### config.mk
export PLATFORM = sky130hd
export DESIGN_NAME = png_stored_stream_encoder
export DESIGN_NICKNAME = d
export VERILOG_FILES = /design/src/rtl/pngse_pkg.sv /design/src/rtl/png_stored_stream_encoder.sv /design/src/rtl/pngse_ctrl.sv /design/src/rtl/pngse_dp.sv
export SDC_FILE = /design/constraint.sdc
export NUM_CORES = 2
export LEC_CHECK = 0
export BUFFER_PORTS_ARGS = -buffer_cell sky130_fd_sc_hd__buf_2
export CAP_MARGIN = 20
export CORE_UTILIZATION = 55
export CTS_CLUSTER_DIAMETER = 60
export CTS_CLUSTER_SIZE = 40
export DETAILED_ROUTE_END_ITERATION = 10
export PLACE_DENSITY = 0.79
export REMOVE_ABC_BUFFERS = 1
export SETUP_SLACK_MARGIN = 0.3
export SLEW_MARGIN = 20
export SYNTH_ARGS = -nofsm -noshare
export SYNTH_HDL_FRONTEND = slang
export SYNTH_HIERARCHICAL = 1
export SYNTH_SLANG_ARGS = --single-unit
export TNS_END_PERCENT = 50
### constraint.sdc
create_clock -name clk -period 10.97 [get_ports clk]
set_clock_uncertainty 0.15 [all_clocks]
set_input_delay 2.194 -clock clk [delete_from_list [all_inputs] [get_ports clk]]
set_output_delay 2.194 -clock clk [all_outputs]
set_load 0.02 [all_outputs]
### src/rtl/pngse_pkg.sv
// shared types, constants and crc helper for the png stored-stream encoder
// used by pngse_ctrl, pngse_dp and the top level
package pngse_pkg;

  localparam int DimW   = 13;
  localparam int ColW   = 15;
  localparam int RawW   = 29;
  localparam int BlkCntW = 14;
  localparam int IdxW   = 6;

  localparam int DefMaxWidth  = 4096;
  localparam int DefMaxHeight = 4096;

  localparam logic [DimW-1:0] RstWidth  = 13'd640;
  localparam logic [DimW-1:0] RstHeight = 13'd480;

  localparam logic [1:0] RegWidth  = 2'd0;
  localparam logic [1:0] RegHeight = 2'd1;
  localparam logic [1:0] RegAlpha  = 2'd2;

  localparam logic [31:0] CrcPoly = 32'hEDB88320;
  localparam logic [31:0] Ones32  = 32'hFFFFFFFF;
  localparam logic [16:0] AdlerMod = 17'd65521;
  localparam logic [16:0] BlockMax = 17'd65535;

  localparam logic [IdxW-1:0] HdrLast = 6'd42;
  localparam logic [IdxW-1:0] BlkLast = 6'd4;
  localparam logic [IdxW-1:0] TrlLast = 6'd19;

  typedef enum logic [3:0] {
    S_IDLE, S_CALC0, S_CALC1, S_CALC2, S_CALC3, S_HDR,
    S_SEL, S_SELP, S_BLK, S_DATA, S_TRL
  } state_t;

  typedef enum logic [2:0] {
    SRC_HDR, SRC_BLK, SRC_FILT, SRC_PIX, SRC_TRL
  } src_t;

  typedef struct packed {
    logic            load_pix;
    logic            load_geom;
    logic            calc_raw;
    logic            calc_blocks;
    logic            calc_len;
    logic            emit;
    src_t            src;
    logic [IdxW-1:0] idx;
    logic            last;
  } cmd_t;

  typedef struct packed {
    logic out_free;
    logic blk_zero;
    logic col_zero;
    logic last_pixel;
  } status_t;

  function automatic logic [31:0] crc_byte(input logic [31:0] c_in, input logic [7:0] b);
    logic [31:0] c;
    c = c_in ^ {24'd0, b};
    for (int k = 0; k < 8; k++) begin
      c = c[0] ? (CrcPoly ^ (c >> 1)) : (c >> 1);
    end
    return c;
  endfunction

endpackage

### src/rtl/png_stored_stream_encoder.sv
// png encoder with stored deflate blocks: one channel byte in, file bytes out
// a step's first word is registered after S_SEL, or at image start from S_HDR after S_CALC0..S_CALC3
// a row start adds a filter word, a block header 5 words, image start 43 header words, the last
// byte 20 trailer words, all at out_ready; a new byte is taken only after the last one's words are emitted
// reset: synchronous active-low rst_n; config returns to 640 x 480 rgba, stream to image start
// depends on pngse_pkg, pngse_ctrl, pngse_dp
module png_stored_stream_encoder #(
  parameter int MAX_WIDTH  = pngse_pkg::DefMaxWidth,
  parameter int MAX_HEIGHT = pngse_pkg::DefMaxHeight
) (
  input  logic                       clk,
  input  logic                       rst_n,
  input  logic                       cfg_valid,
  output logic                       cfg_ready,
  input  logic [1:0]                 cfg_index,
  input  logic [pngse_pkg::DimW-1:0] cfg_data,
  input  logic                       in_valid,
  output logic                       in_ready,
  input  logic [7:0]                 in_pixel_byte,
  output logic                       out_valid,
  input  logic                       out_ready,
  output logic [7:0]                 out_byte,
  output logic                       out_run_end,
  output logic                       out_file_end
);

  pngse_pkg::cmd_t    cmd;
  pngse_pkg::status_t status;

  assign cfg_ready = 1'b1;

  pngse_ctrl u_ctrl (
    .clk      (clk),
    .rst_n    (rst_n),
    .in_valid (in_valid),
    .in_ready (in_ready),
    .status   (status),
    .cmd      (cmd)
  );

  pngse_dp #(
    .MAX_WIDTH  (MAX_WIDTH),
    .MAX_HEIGHT (MAX_HEIGHT)
  ) u_dp (
    .clk           (clk),
    .rst_n         (rst_n),
    .cfg_valid     (cfg_valid),
    .cfg_index     (cfg_index),
    .cfg_data      (cfg_data),
    .in_pixel_byte (in_pixel_byte),
    .cmd           (cmd),
    .status        (status),
    .out_valid     (out_valid),
    .out_ready     (out_ready),
    .out_byte      (out_byte),
    .out_run_end   (out_run_end),
    .out_file_end  (out_file_end)
  );

endmodule

### src/rtl/pngse_ctrl.sv
// sequencer for the png stream: header, block headers, data bytes, trailer
// depends on pngse_pkg
module pngse_ctrl (
  input  logic                clk,
  input  logic                rst_n,
  input  logic                in_valid,
  output logic                in_ready,
  input  pngse_pkg::status_t  status,
  output pngse_pkg::cmd_t     cmd
);

  pngse_pkg::state_t state_r, state_nxt;
  logic [pngse_pkg::IdxW-1:0] idx_r, idx_nxt;
  logic started_r, started_nxt;
  logic is_filt_r, is_filt_nxt;

  always_ff @(posedge clk) begin
    if (!rst_n) begin
      state_r   <= pngse_pkg::S_IDLE;
      idx_r     <= '0;
      started_r <= 1'b0;
      is_filt_r <= 1'b0;
    end else begin
      state_r   <= state_nxt;
      idx_r     <= idx_nxt;
      started_r <= started_nxt;
      is_filt_r <= is_filt_nxt;
    end
  end

  always_comb begin
    state_nxt   = state_r;
    idx_nxt     = idx_r;
    started_nxt = started_r;
    is_filt_nxt = is_filt_r;
    in_ready    = 1'b0;
    cmd         = '0;
    cmd.src     = pngse_pkg::SRC_HDR;
    cmd.idx     = idx_r;
    unique case (state_r)
      pngse_pkg::S_IDLE: begin
        in_ready = 1'b1;
        if (in_valid) begin
          cmd.load_pix = 1'b1;
          state_nxt = started_r ? pngse_pkg::S_SEL : pngse_pkg::S_CALC0;
        end
      end
      pngse_pkg::S_CALC0: begin
        cmd.load_geom = 1'b1;
        state_nxt = pngse_pkg::S_CALC1;
      end
      pngse_pkg::S_CALC1: begin
        cmd.calc_raw = 1'b1;
        state_nxt = pngse_pkg::S_CALC2;
      end
      pngse_pkg::S_CALC2: begin
        cmd.calc_blocks = 1'b1;
        state_nxt = pngse_pkg::S_CALC3;
      end
      pngse_pkg::S_CALC3: begin
        cmd.calc_len = 1'b1;
        started_nxt = 1'b1;
        idx_nxt = '0;
        state_nxt = pngse_pkg::S_HDR;
      end
      pngse_pkg::S_HDR: begin
        if (status.out_free) begin
          cmd.emit = 1'b1;
          if (idx_r == pngse_pkg::HdrLast) begin
            idx_nxt = '0;
            state_nxt = pngse_pkg::S_SEL;
          end else begin
            idx_nxt = idx_r + 1'b1;
          end
        end
      end
      pngse_pkg::S_SEL: begin
        // a new row opens with its filter byte
        is_filt_nxt = status.col_zero;
        idx_nxt = '0;
        state_nxt = status.blk_zero ? pngse_pkg::S_BLK : pngse_pkg::S_DATA;
      end
      pngse_pkg::S_SELP: begin
        is_filt_nxt = 1'b0;
        idx_nxt = '0;
        state_nxt = status.blk_zero ? pngse_pkg::S_BLK : pngse_pkg::S_DATA;
      end
      pngse_pkg::S_BLK: begin
        cmd.src = pngse_pkg::SRC_BLK;
        if (status.out_free) begin
          cmd.emit = 1'b1;
          if (idx_r == pngse_pkg::BlkLast) begin
            idx_nxt = '0;
            state_nxt = pngse_pkg::S_DATA;
          end else begin
            idx_nxt = idx_r + 1'b1;
          end
        end
      end
      pngse_pkg::S_DATA: begin
        cmd.src = is_filt_r ? pngse_pkg::SRC_FILT : pngse_pkg::SRC_PIX;
        cmd.last = !is_filt_r && !status.last_pixel;
        if (status.out_free) begin
          cmd.emit = 1'b1;
          idx_nxt = '0;
          if (is_filt_r) begin
            state_nxt = pngse_pkg::S_SELP;
          end else if (status.last_pixel) begin
            state_nxt = pngse_pkg::S_TRL;
          end else begin
            state_nxt = pngse_pkg::S_IDLE;
          end
        end
      end
      pngse_pkg::S_TRL: begin
        cmd.src = pngse_pkg::SRC_TRL;
        cmd.last = (idx_r == pngse_pkg::TrlLast);
        if (status.out_free) begin
          cmd.emit = 1'b1;
          if (idx_r == pngse_pkg::TrlLast) begin
            idx_nxt = '0;
            started_nxt = 1'b0;
            state_nxt = pngse_pkg::S_IDLE;
          end else begin
            idx_nxt = idx_r + 1'b1;
          end
        end
      end
      default: state_nxt = pngse_pkg::S_IDLE;
    endcase
  end

endmodule

### src/rtl/pngse_dp.sv
// datapath: config registers, geometry, counters, crc-32, adler-32, output word
// depends on pngse_pkg
module pngse_dp #(
  parameter int MAX_WIDTH  = pngse_pkg::DefMaxWidth,
  parameter int MAX_HEIGHT = pngse_pkg::DefMaxHeight
) (
  input  logic                        clk,
  input  logic                        rst_n,
  input  logic                        cfg_valid,
  input  logic [1:0]                  cfg_index,
  input  logic [pngse_pkg::DimW-1:0]  cfg_data,
  input  logic [7:0]                  in_pixel_byte,
  input  pngse_pkg::cmd_t             cmd,
  output pngse_pkg::status_t          status,
  output logic                        out_valid,
  input  logic                        out_ready,
  output logic [7:0]                  out_byte,
  output logic                        out_run_end,
  output logic                        out_file_end
);

  localparam int DimW = pngse_pkg::DimW;
  localparam int ColW = pngse_pkg::ColW;
  localparam int RawW = pngse_pkg::RawW;

  logic [DimW-1:0] cfg_w_r, cfg_h_r;
  logic            cfg_a_r;
  logic [DimW-1:0] cur_w_r, cur_h_r;
  logic            cur_a_r;
  logic [ColW-1:0] row_bytes_r;
  logic [RawW-1:0] raw_r, raw_rem_r;
  logic [pngse_pkg::BlkCntW-1:0] blocks_r;
  logic [31:0]     idat_len_r;
  logic [15:0]     blk_rem_r;
  logic [ColW-1:0] col_r;
  logic [DimW-1:0] row_r;
  logic [31:0]     crc_r;
  logic [15:0]     adl_lo_r, adl_hi_r;
  logic [7:0]      pix_r;
  logic            out_valid_r, out_run_end_r, out_file_end_r;
  logic [7:0]      out_byte_r;

  logic [7:0]  byte_val;
  logic        crc_en, crc_init, is_data;
  logic [31:0] crc_base, crc_res;
  logic [31:0] adler_word;
  logic        bfinal;
  logic [15:0] blk_n;
  logic [16:0] lo_sum, lo_new, hi_sum;
  logic [15:0] hi_new;
  logic [DimW-1:0] w_clamp, h_clamp;
  logic [RawW-1:0] q0;
  logic [16:0] rsum, radj;
  logic [pngse_pkg::BlkCntW-1:0] qadj;
  logic [31:0] crc_out;

  always_ff @(posedge clk) begin
    if (!rst_n) begin
      cfg_w_r <= pngse_pkg::RstWidth;
      cfg_h_r <= pngse_pkg::RstHeight;
      cfg_a_r <= 1'b1;
    end else if (cfg_valid) begin
      unique case (cfg_index)
        pngse_pkg::RegWidth:  cfg_w_r <= cfg_data;
        pngse_pkg::RegHeight: cfg_h_r <= cfg_data;
        pngse_pkg::RegAlpha:  cfg_a_r <= cfg_data[0];
        default: ;
      endcase
    end
  end

  always_comb begin
    if (cfg_w_r == '0) w_clamp = DimW'(1);
    else if (int'(cfg_w_r) > MAX_WIDTH) w_clamp = DimW'(MAX_WIDTH);
    else w_clamp = cfg_w_r;
    if (cfg_h_r == '0) h_clamp = DimW'(1);
    else if (int'(cfg_h_r) > MAX_HEIGHT) h_clamp = DimW'(MAX_HEIGHT);
    else h_clamp = cfg_h_r;
  end

  // ceil(raw / 65535) via raw = q0 * 65536 + lo = q0 * 65535 + (lo + q0)
  always_comb begin
    q0   = raw_r >> 16;
    rsum = {1'b0, raw_r[15:0]} + 17'(q0);
    qadj = pngse_pkg::BlkCntW'(q0);
    radj = rsum;
    if (rsum >= pngse_pkg::BlockMax) begin
      qadj = qadj + 1'b1;
      radj = rsum - pngse_pkg::BlockMax;
    end
    if (radj != '0) qadj = qadj + 1'b1;
  end

  // geometry and length setup
  always_ff @(posedge clk) begin
    if (cmd.load_geom) begin
      cur_w_r <= w_clamp;
      cur_h_r <= h_clamp;
      cur_a_r <= cfg_a_r;
      row_bytes_r <= cfg_a_r ? {w_clamp, 2'b00}
                             : ({1'b0, w_clamp, 1'b0} + {2'b00, w_clamp});
    end
    if (cmd.calc_raw) begin
      raw_r <= RawW'(cur_h_r) * RawW'({1'b0, row_bytes_r} + 16'd1);
    end
    if (cmd.calc_blocks) begin
      blocks_r <= qadj;
    end
    if (cmd.calc_len) begin
      idat_len_r <= 32'(raw_r) + 32'd6 + {16'd0, blocks_r, 2'b00} + {18'd0, blocks_r};
    end
    if (cmd.load_pix) begin
      pix_r <= in_pixel_byte;
    end
  end

  assign bfinal = (raw_rem_r <= RawW'(pngse_pkg::BlockMax));
  assign blk_n  = bfinal ? raw_rem_r[15:0] : 16'hFFFF;
  assign adler_word = {adl_hi_r, adl_lo_r};
  assign crc_out = crc_r ^ pngse_pkg::Ones32;

  // byte to send and its crc treatment
  always_comb begin
    byte_val = 8'h00;
    crc_en   = 1'b0;
    crc_init = 1'b0;
    is_data  = 1'b0;
    case (cmd.src)
      pngse_pkg::SRC_HDR: begin
        crc_en   = (cmd.idx >= 6'd12 && cmd.idx <= 6'd28) || cmd.idx >= 6'd37;
        crc_init = (cmd.idx == 6'd12) || (cmd.idx == 6'd37);
        case (cmd.idx)
          6'd0:  byte_val = 8'h89;
          6'd1:  byte_val = 8'h50;
          6'd2:  byte_val = 8'h4E;
          6'd3:  byte_val = 8'h47;
          6'd4:  byte_val = 8'h0D;
          6'd5:  byte_val = 8'h0A;
          6'd6:  byte_val = 8'h1A;
          6'd7:  byte_val = 8'h0A;
          6'd11: byte_val = 8'd13;
          6'd12: byte_val = 8'h49;
          6'd13: byte_val = 8'h48;
          6'd14: byte_val = 8'h44;
          6'd15: byte_val = 8'h52;
          6'd18: byte_val = {3'd0, cur_w_r[12:8]};
          6'd19: byte_val = cur_w_r[7:0];
          6'd22: byte_val = {3'd0, cur_h_r[12:8]};
          6'd23: byte_val = cur_h_r[7:0];
          6'd24: byte_val = 8'd8;
          6'd25: byte_val = cur_a_r ? 8'd6 : 8'd2;
          6'd29: byte_val = crc_out[31:24];
          6'd30: byte_val = crc_out[23:16];
          6'd31: byte_val = crc_out[15:8];
          6'd32: byte_val = crc_out[7:0];
          6'd33: byte_val = idat_len_r[31:24];
          6'd34: byte_val = idat_len_r[23:16];
          6'd35: byte_val = idat_len_r[15:8];
          6'd36: byte_val = idat_len_r[7:0];
          6'd37: byte_val = 8'h49;
          6'd38: byte_val = 8'h44;
          6'd39: byte_val = 8'h41;
          6'd40: byte_val = 8'h54;
          6'd41: byte_val = 8'h78;
          6'd42: byte_val = 8'h01;
          default: byte_val = 8'h00;
        endcase
      end
      pngse_pkg::SRC_BLK: begin
        crc_en = 1'b1;
        case (cmd.idx)
          6'd0:    byte_val = {7'd0, bfinal};
          6'd1:    byte_val = blk_n[7:0];
          6'd2:    byte_val = blk_n[15:8];
          6'd3:    byte_val = ~blk_n[7:0];
          default: byte_val = ~blk_n[15:8];
        endcase
      end
      pngse_pkg::SRC_FILT: begin
        crc_en  = 1'b1;
        is_data = 1'b1;
      end
      pngse_pkg::SRC_PIX: begin
        crc_en   = 1'b1;
        is_data  = 1'b1;
        byte_val = pix_r;
      end
      pngse_pkg::SRC_TRL: begin
        crc_en   = cmd.idx <= 6'd3 || (cmd.idx >= 6'd12 && cmd.idx <= 6'd15);
        crc_init = (cmd.idx == 6'd12);
        case (cmd.idx)
          6'd0:  byte_val = adler_word[31:24];
          6'd1:  byte_val = adler_word[23:16];
          6'd2:  byte_val = adler_word[15:8];
          6'd3:  byte_val = adler_word[7:0];
          6'd4:  byte_val = crc_out[31:24];
          6'd5:  byte_val = crc_out[23:16];
          6'd6:  byte_val = crc_out[15:8];
          6'd7:  byte_val = crc_out[7:0];
          6'd12: byte_val = 8'h49;
          6'd13: byte_val = 8'h45;
          6'd14: byte_val = 8'h4E;
          6'd15: byte_val = 8'h44;
          6'd16: byte_val = crc_out[31:24];
          6'd17: byte_val = crc_out[23:16];
          6'd18: byte_val = crc_out[15:8];
          6'd19: byte_val = crc_out[7:0];
          default: byte_val = 8'h00;
        endcase
      end
      default: byte_val = 8'h00;
    endcase
  end

  assign crc_base = crc_init ? pngse_pkg::Ones32 : crc_r;
  assign crc_res  = pngse_pkg::crc_byte(crc_base, byte_val);

  always_comb begin
    lo_sum = {1'b0, adl_lo_r} + {9'd0, byte_val};
    lo_new = (lo_sum >= pngse_pkg::AdlerMod) ? lo_sum - pngse_pkg::AdlerMod : lo_sum;
    hi_sum = {1'b0, adl_hi_r} + lo_new;
    hi_new = (hi_sum >= pngse_pkg::AdlerMod) ? 16'(hi_sum - pngse_pkg::AdlerMod)
                                             : hi_sum[15:0];
  end

  // running state of the stream
  always_ff @(posedge clk) begin
    if (!rst_n) begin
      crc_r     <= pngse_pkg::Ones32;
      adl_lo_r  <= 16'd1;
      adl_hi_r  <= 16'd0;
      blk_rem_r <= '0;
      raw_rem_r <= '0;
      col_r     <= '0;
      row_r     <= '0;
    end else if (cmd.calc_len) begin
      adl_lo_r  <= 16'd1;
      adl_hi_r  <= 16'd0;
      blk_rem_r <= '0;
      raw_rem_r <= raw_r;
      col_r     <= '0;
      row_r     <= '0;
    end else if (cmd.emit) begin
      if (crc_en) crc_r <= crc_res;
      if (cmd.src == pngse_pkg::SRC_BLK && cmd.idx == pngse_pkg::BlkLast) begin
        blk_rem_r <= blk_n;
      end
      if (is_data) begin
        adl_lo_r <= lo_new[15:0];
        adl_hi_r <= hi_new;
        if (blk_rem_r != '0) blk_rem_r <= blk_rem_r - 1'b1;
        if (raw_rem_r != '0) raw_rem_r <= raw_rem_r - 1'b1;
      end
      if (cmd.src == pngse_pkg::SRC_PIX) begin
        if (status.last_pixel) begin
          col_r <= '0;
          row_r <= '0;
        end else if (col_r + 1'b1 == row_bytes_r) begin
          col_r <= '0;
          row_r <= row_r + 1'b1;
        end else begin
          col_r <= col_r + 1'b1;
        end
      end
    end
  end

  // output word register
  always_ff @(posedge clk) begin
    if (!rst_n) begin
      out_valid_r <= 1'b0;
    end else if (cmd.emit) begin
      out_valid_r <= 1'b1;
    end else if (out_ready) begin
      out_valid_r <= 1'b0;
    end
  end

  always_ff @(posedge clk) begin
    if (cmd.emit) begin
      out_byte_r     <= byte_val;
      out_run_end_r  <= cmd.last;
      out_file_end_r <= (cmd.src == pngse_pkg::SRC_TRL) && (cmd.idx == pngse_pkg::TrlLast);
    end
  end

  assign status.out_free   = !out_valid_r || out_ready;
  assign status.blk_zero   = (blk_rem_r == '0);
  assign status.col_zero   = (col_r == '0);
  assign status.last_pixel = (col_r + 1'b1 == row_bytes_r) && (row_r + 1'b1 == cur_h_r);

  assign out_valid    = out_valid_r;
  assign out_byte     = out_byte_r;
  assign out_run_end  = out_run_end_r;
  assign out_file_end = out_file_end_r;

endmodule

==> results.py <==
metrics = {
    "global_routing": {
        "grt_antenna_before_repair": 2,
        "grt_first_pass_wirelength_mm": 133,
        "grt.met2_usage": 0.512,
        "top_usage_layer": "met2",
        "grtUsageTotal": 0.312,
        "use_met3": 0.0374,
        "grt_util_met1": 0.417,
        "grt_overflow": 0,
        "grt_pass1_vias": 23800,
        "grt_start_max_net_pins": 66,
    },
    "drt": {
        "drt-wirelength-per-cell_um": 21.0,
        "wl_mm": 84.6,
        "viasPerCell": 6.19,
        "ant_nets": 0,
        "drt_iter0_markers": 2273,
        "drt_pass1_iterations": 6,
        "routed-via-count": 25000,
        "drc": 0,
    },
    "setup_path": {
        "cp_max_fo": 22,
        "cp-start-kind": "register",
        "rr_endpoint": "u_dp/adl_hi_r[10]$_SDFFE_PP0P_",
        "critical_path_class": "reg -> reg",
        "slowest_stage": "or4b_2",
        "cp.required_ns": 11.31,
        "slowest_delay_ns": 0.66,
        "cp-startpoint": "u_ctrl/idx_r[3]$_SDFFE_PN0P_",
        "end_kind": "register",
        "reg2reg_slack_ns": 0.92,
        "crit_arrival_ns": 10.40,
        "reg2regPathDepth": 37,
        "cp-endpoint": "u_dp/adl_hi_r[10]$_SDFFE_PP0P_",
        "timing.rr.start": "u_ctrl/idx_r[3]$_SDFFE_PN0P_",
    },
    "yosys": {
        "ys_warn_count": 6,
        "yosysSeqAreaShare": 0.258,
        "synth_top_area_share": 0.137,
        "synth-main-ff-cell": "dfxtp_1",
        "syn_avg_cell_area_um2": 8.58,
        "synth_cell_type_count": 107,
        "syn-cell-area_um2": 29200,
        "async_flop_share": 0,
        "synth-seq-cells": 310,
        "synth.area.top_cells": "edfxtp_1 (14%), dfxtp_1 (12%), fa_1 (12%), ha_1 (7.7%), xnor2_1 (5.9%)",
        "yosysTopAreaCell": "edfxtp_1",
        "synth_edf_count": 133,
        "synthCells": 3405,
    },
    "cts": {
        "clkLatencyLatePin_ns": 0.60,
        "cts_buffer_depth": 3,
        "cts_buffers": 28,
        "cts_tree": "done",
        "root_buffer": "clkbuf_16",
        "cts_setup_buffers": 0,
        "htreeDepth": 1,
        "clock_sinks": 310,
        "cts.clk_slew.worst_paths_ns": 0.09,
    },
    "sta": {
        "tns_ns": 0,
        "fmax_mhz": 99.5,
        "rsz0062_at_grt": "no",
        "setup_viol": 0,
        "hold_violations": 0,
        "fin_crit_ns": 10.05,
        "maxSlewViolCount": 0,
        "worst_slew_margin_rel": 0.269,
        "worst_pin_slew_ns": 1.09,
        "min_period_over_period": 0.916,
    },
    "floorplanning": {
        "row_count": 84,
        "die_h_um": 233,
        "num_io_pins": 41,
        "fp.dieW_um": 233,
        "initial_core_util": 0.556,
        "die_area_um2": 54100,
        "core_area_um2": 52600,
    },
    "finish": {
        "regArea_um2": 7540,
        "multi_input_area_um2": 20000,
        "syn2layout_area_growth_pct": 6.28,
        "layout_commonest_cell": "nand2_1",
        "fill_cells": 4594,
        "fin_nets": 3704,
        "final_cell_mix": "nand2_1 (396), inv_1 (253), nor2_1 (233)",
        "layout-drive-gt1-share": 0.0744,
    },
    "hold_path": {
        "hold_depth": 2,
        "hold_class": "reg -> reg",
    },
    "placement": {
        "place.gp.congestion": 1.02,
        "io_buffers": 39,
        "place_hpwl_mm": 64.3,
    },
    "job": {
        "drv_cap": 0,
    },
    "outcome": {
        "outcome": "completed",
    },
}
-- flip-flops by register name, summed over array words and instances (netlist names), 14 cells and up --
signal / cells
u_dp/row_bytes_r: 15
u_dp/raw_rem_r: 29
u_dp/adl_hi_r: 16
u_dp/crc_r: 32
u_dp/blk_rem_r: 16
u_dp/raw_r: 29
u_dp/col_r: 15
u_dp/blocks_r: 14
u_dp/idat_len_r: 30
u_dp/adl_lo_r: 16
-- cell type report --
type,count,share of cell area
diodes,1,0.0000806
multi-input cells,2633,0.643
repair buffers,100,0.0214
well taps,688,0.0277
inverters,253,0.0306
flip-flops and latches,310,0.243
clock buffers,29,0.0228
clock inverters,23,0.0113
-- cell families after synthesis --
family,share of synthesized area
adder cells (fa/ha/maj),0.194
AO/OA/AOI/OAI,0.164
other,0.000128
AND/OR/NAND/NOR,0.212
flip-flops,0.258
buffers and inverters,0.0608
multiplexers,0.0171
XOR/XNOR,0.0942
-- per-layer routing --
metal,up-vias,wire (um),share of wire
met5,-,13,0.00015
met4,2,3930,0.046
met3,209,6010,0.071
met2,1017,38900,0.46
met1,12100,35700,0.42
li1,11700,-,-
-- worst min-delay path by stage --
| stage | startpoint | to | slack, ns |
|---|---|---|---|
| final | u_dp/cfg_w_r[0]$_SDFFE_PN0P_ | u_dp/cfg_w_r[0]$_SDFFE_PN0P_ | 0.32 |
| after global routing | u_dp/cfg_w_r[5]$_SDFFE_PN0P_ | u_dp/cfg_w_r[5]$_SDFFE_PN0P_ | 0.36 |
| after CTS | u_dp/cfg_w_r[0]$_SDFFE_PN0P_ | u_dp/cfg_w_r[0]$_SDFFE_PN0P_ | 0.32 |
| after detailed placement | u_dp/cfg_w_r[0]$_SDFFE_PN0P_ | u_dp/cfg_w_r[0]$_SDFFE_PN0P_ | 0.31 |
| after global placement | u_dp/cfg_w_r[0]$_SDFFE_PN0P_ | u_dp/cfg_w_r[0]$_SDFFE_PN0P_ | 0.30 |
| after floorplan | u_dp/cfg_h_r[0]$_SDFFE_PN0P_ | u_dp/cfg_h_r[0]$_SDFFE_PN0P_ | 0.29 |
-- synthesized netlist by cell type, types with 9 or more instances --
master	n
a21o_1	32
o2bb2ai_1	11
a221oi_1	11
a22oi_1	16
a31oi_1	26
nand4_1	25
nor2b_1	55
ha_1	179
inv_1	253
nand3_1	95
clkbuf_1	182
a211o_1	10
o21a_1	17
nor4_1	32
o31ai_1	15
o211ai_1	50
edfxtp_1	133
o21ai_0	152
and2_1	123
nor2_1	234
a2111oi_0	9
buf_2	10
a211oi_1	43
nor3b_1	12
or4_1	17
xnor2_1	197
a21boi_0	35
nand2_1	396
or2_2	12
or3_1	29
o22ai_1	13
or3b_2	17
nand2b_1	38
a21oi_1	154
fa_1	171
xor2_1	89
and3_1	39
nor4b_1	13
dfxtp_1	177
nor3_1	66
buf_1	10
mux2i_1	23
-- worst max-delay path, delay by kind of cell, from the launching register on --
family / cells / cell delay (ns)
compound gates: 14 / 3.44
xor+xnor: 2 / 0.47
fa+ha+maj: 3 / 0.92
buf+inv: 5 / 0.93
flops: 1 / 0.38
mux: 1 / 0.12
simple gates: 12 / 3.53
-- per-stage QoR --
step	std cells	worst slack [ns]	hold WS [ns]	area (um^2)	utilization
after floorplan	3196	0.137	0.293	28400	-
after global placement	3984	0.559	0.304	30000	0.570
after detailed placement	3984	0.393	0.310	30000	0.570
after CTS	4036	0.301	0.324	31000	0.591
after global routing	4036	0.372	0.358	31100	0.591
final	4037	0.916	0.320	31100	0.591
-- repair_timing --
item / CTS / global route
setup endpoints to repair: 0 / 16
hold buffers: 0 / 0
resized for setup: 0 / 8
Power is left out: the tool's default activity adds up to more than one toggle a clock period on the data nets, which glitch-free logic cannot reach.
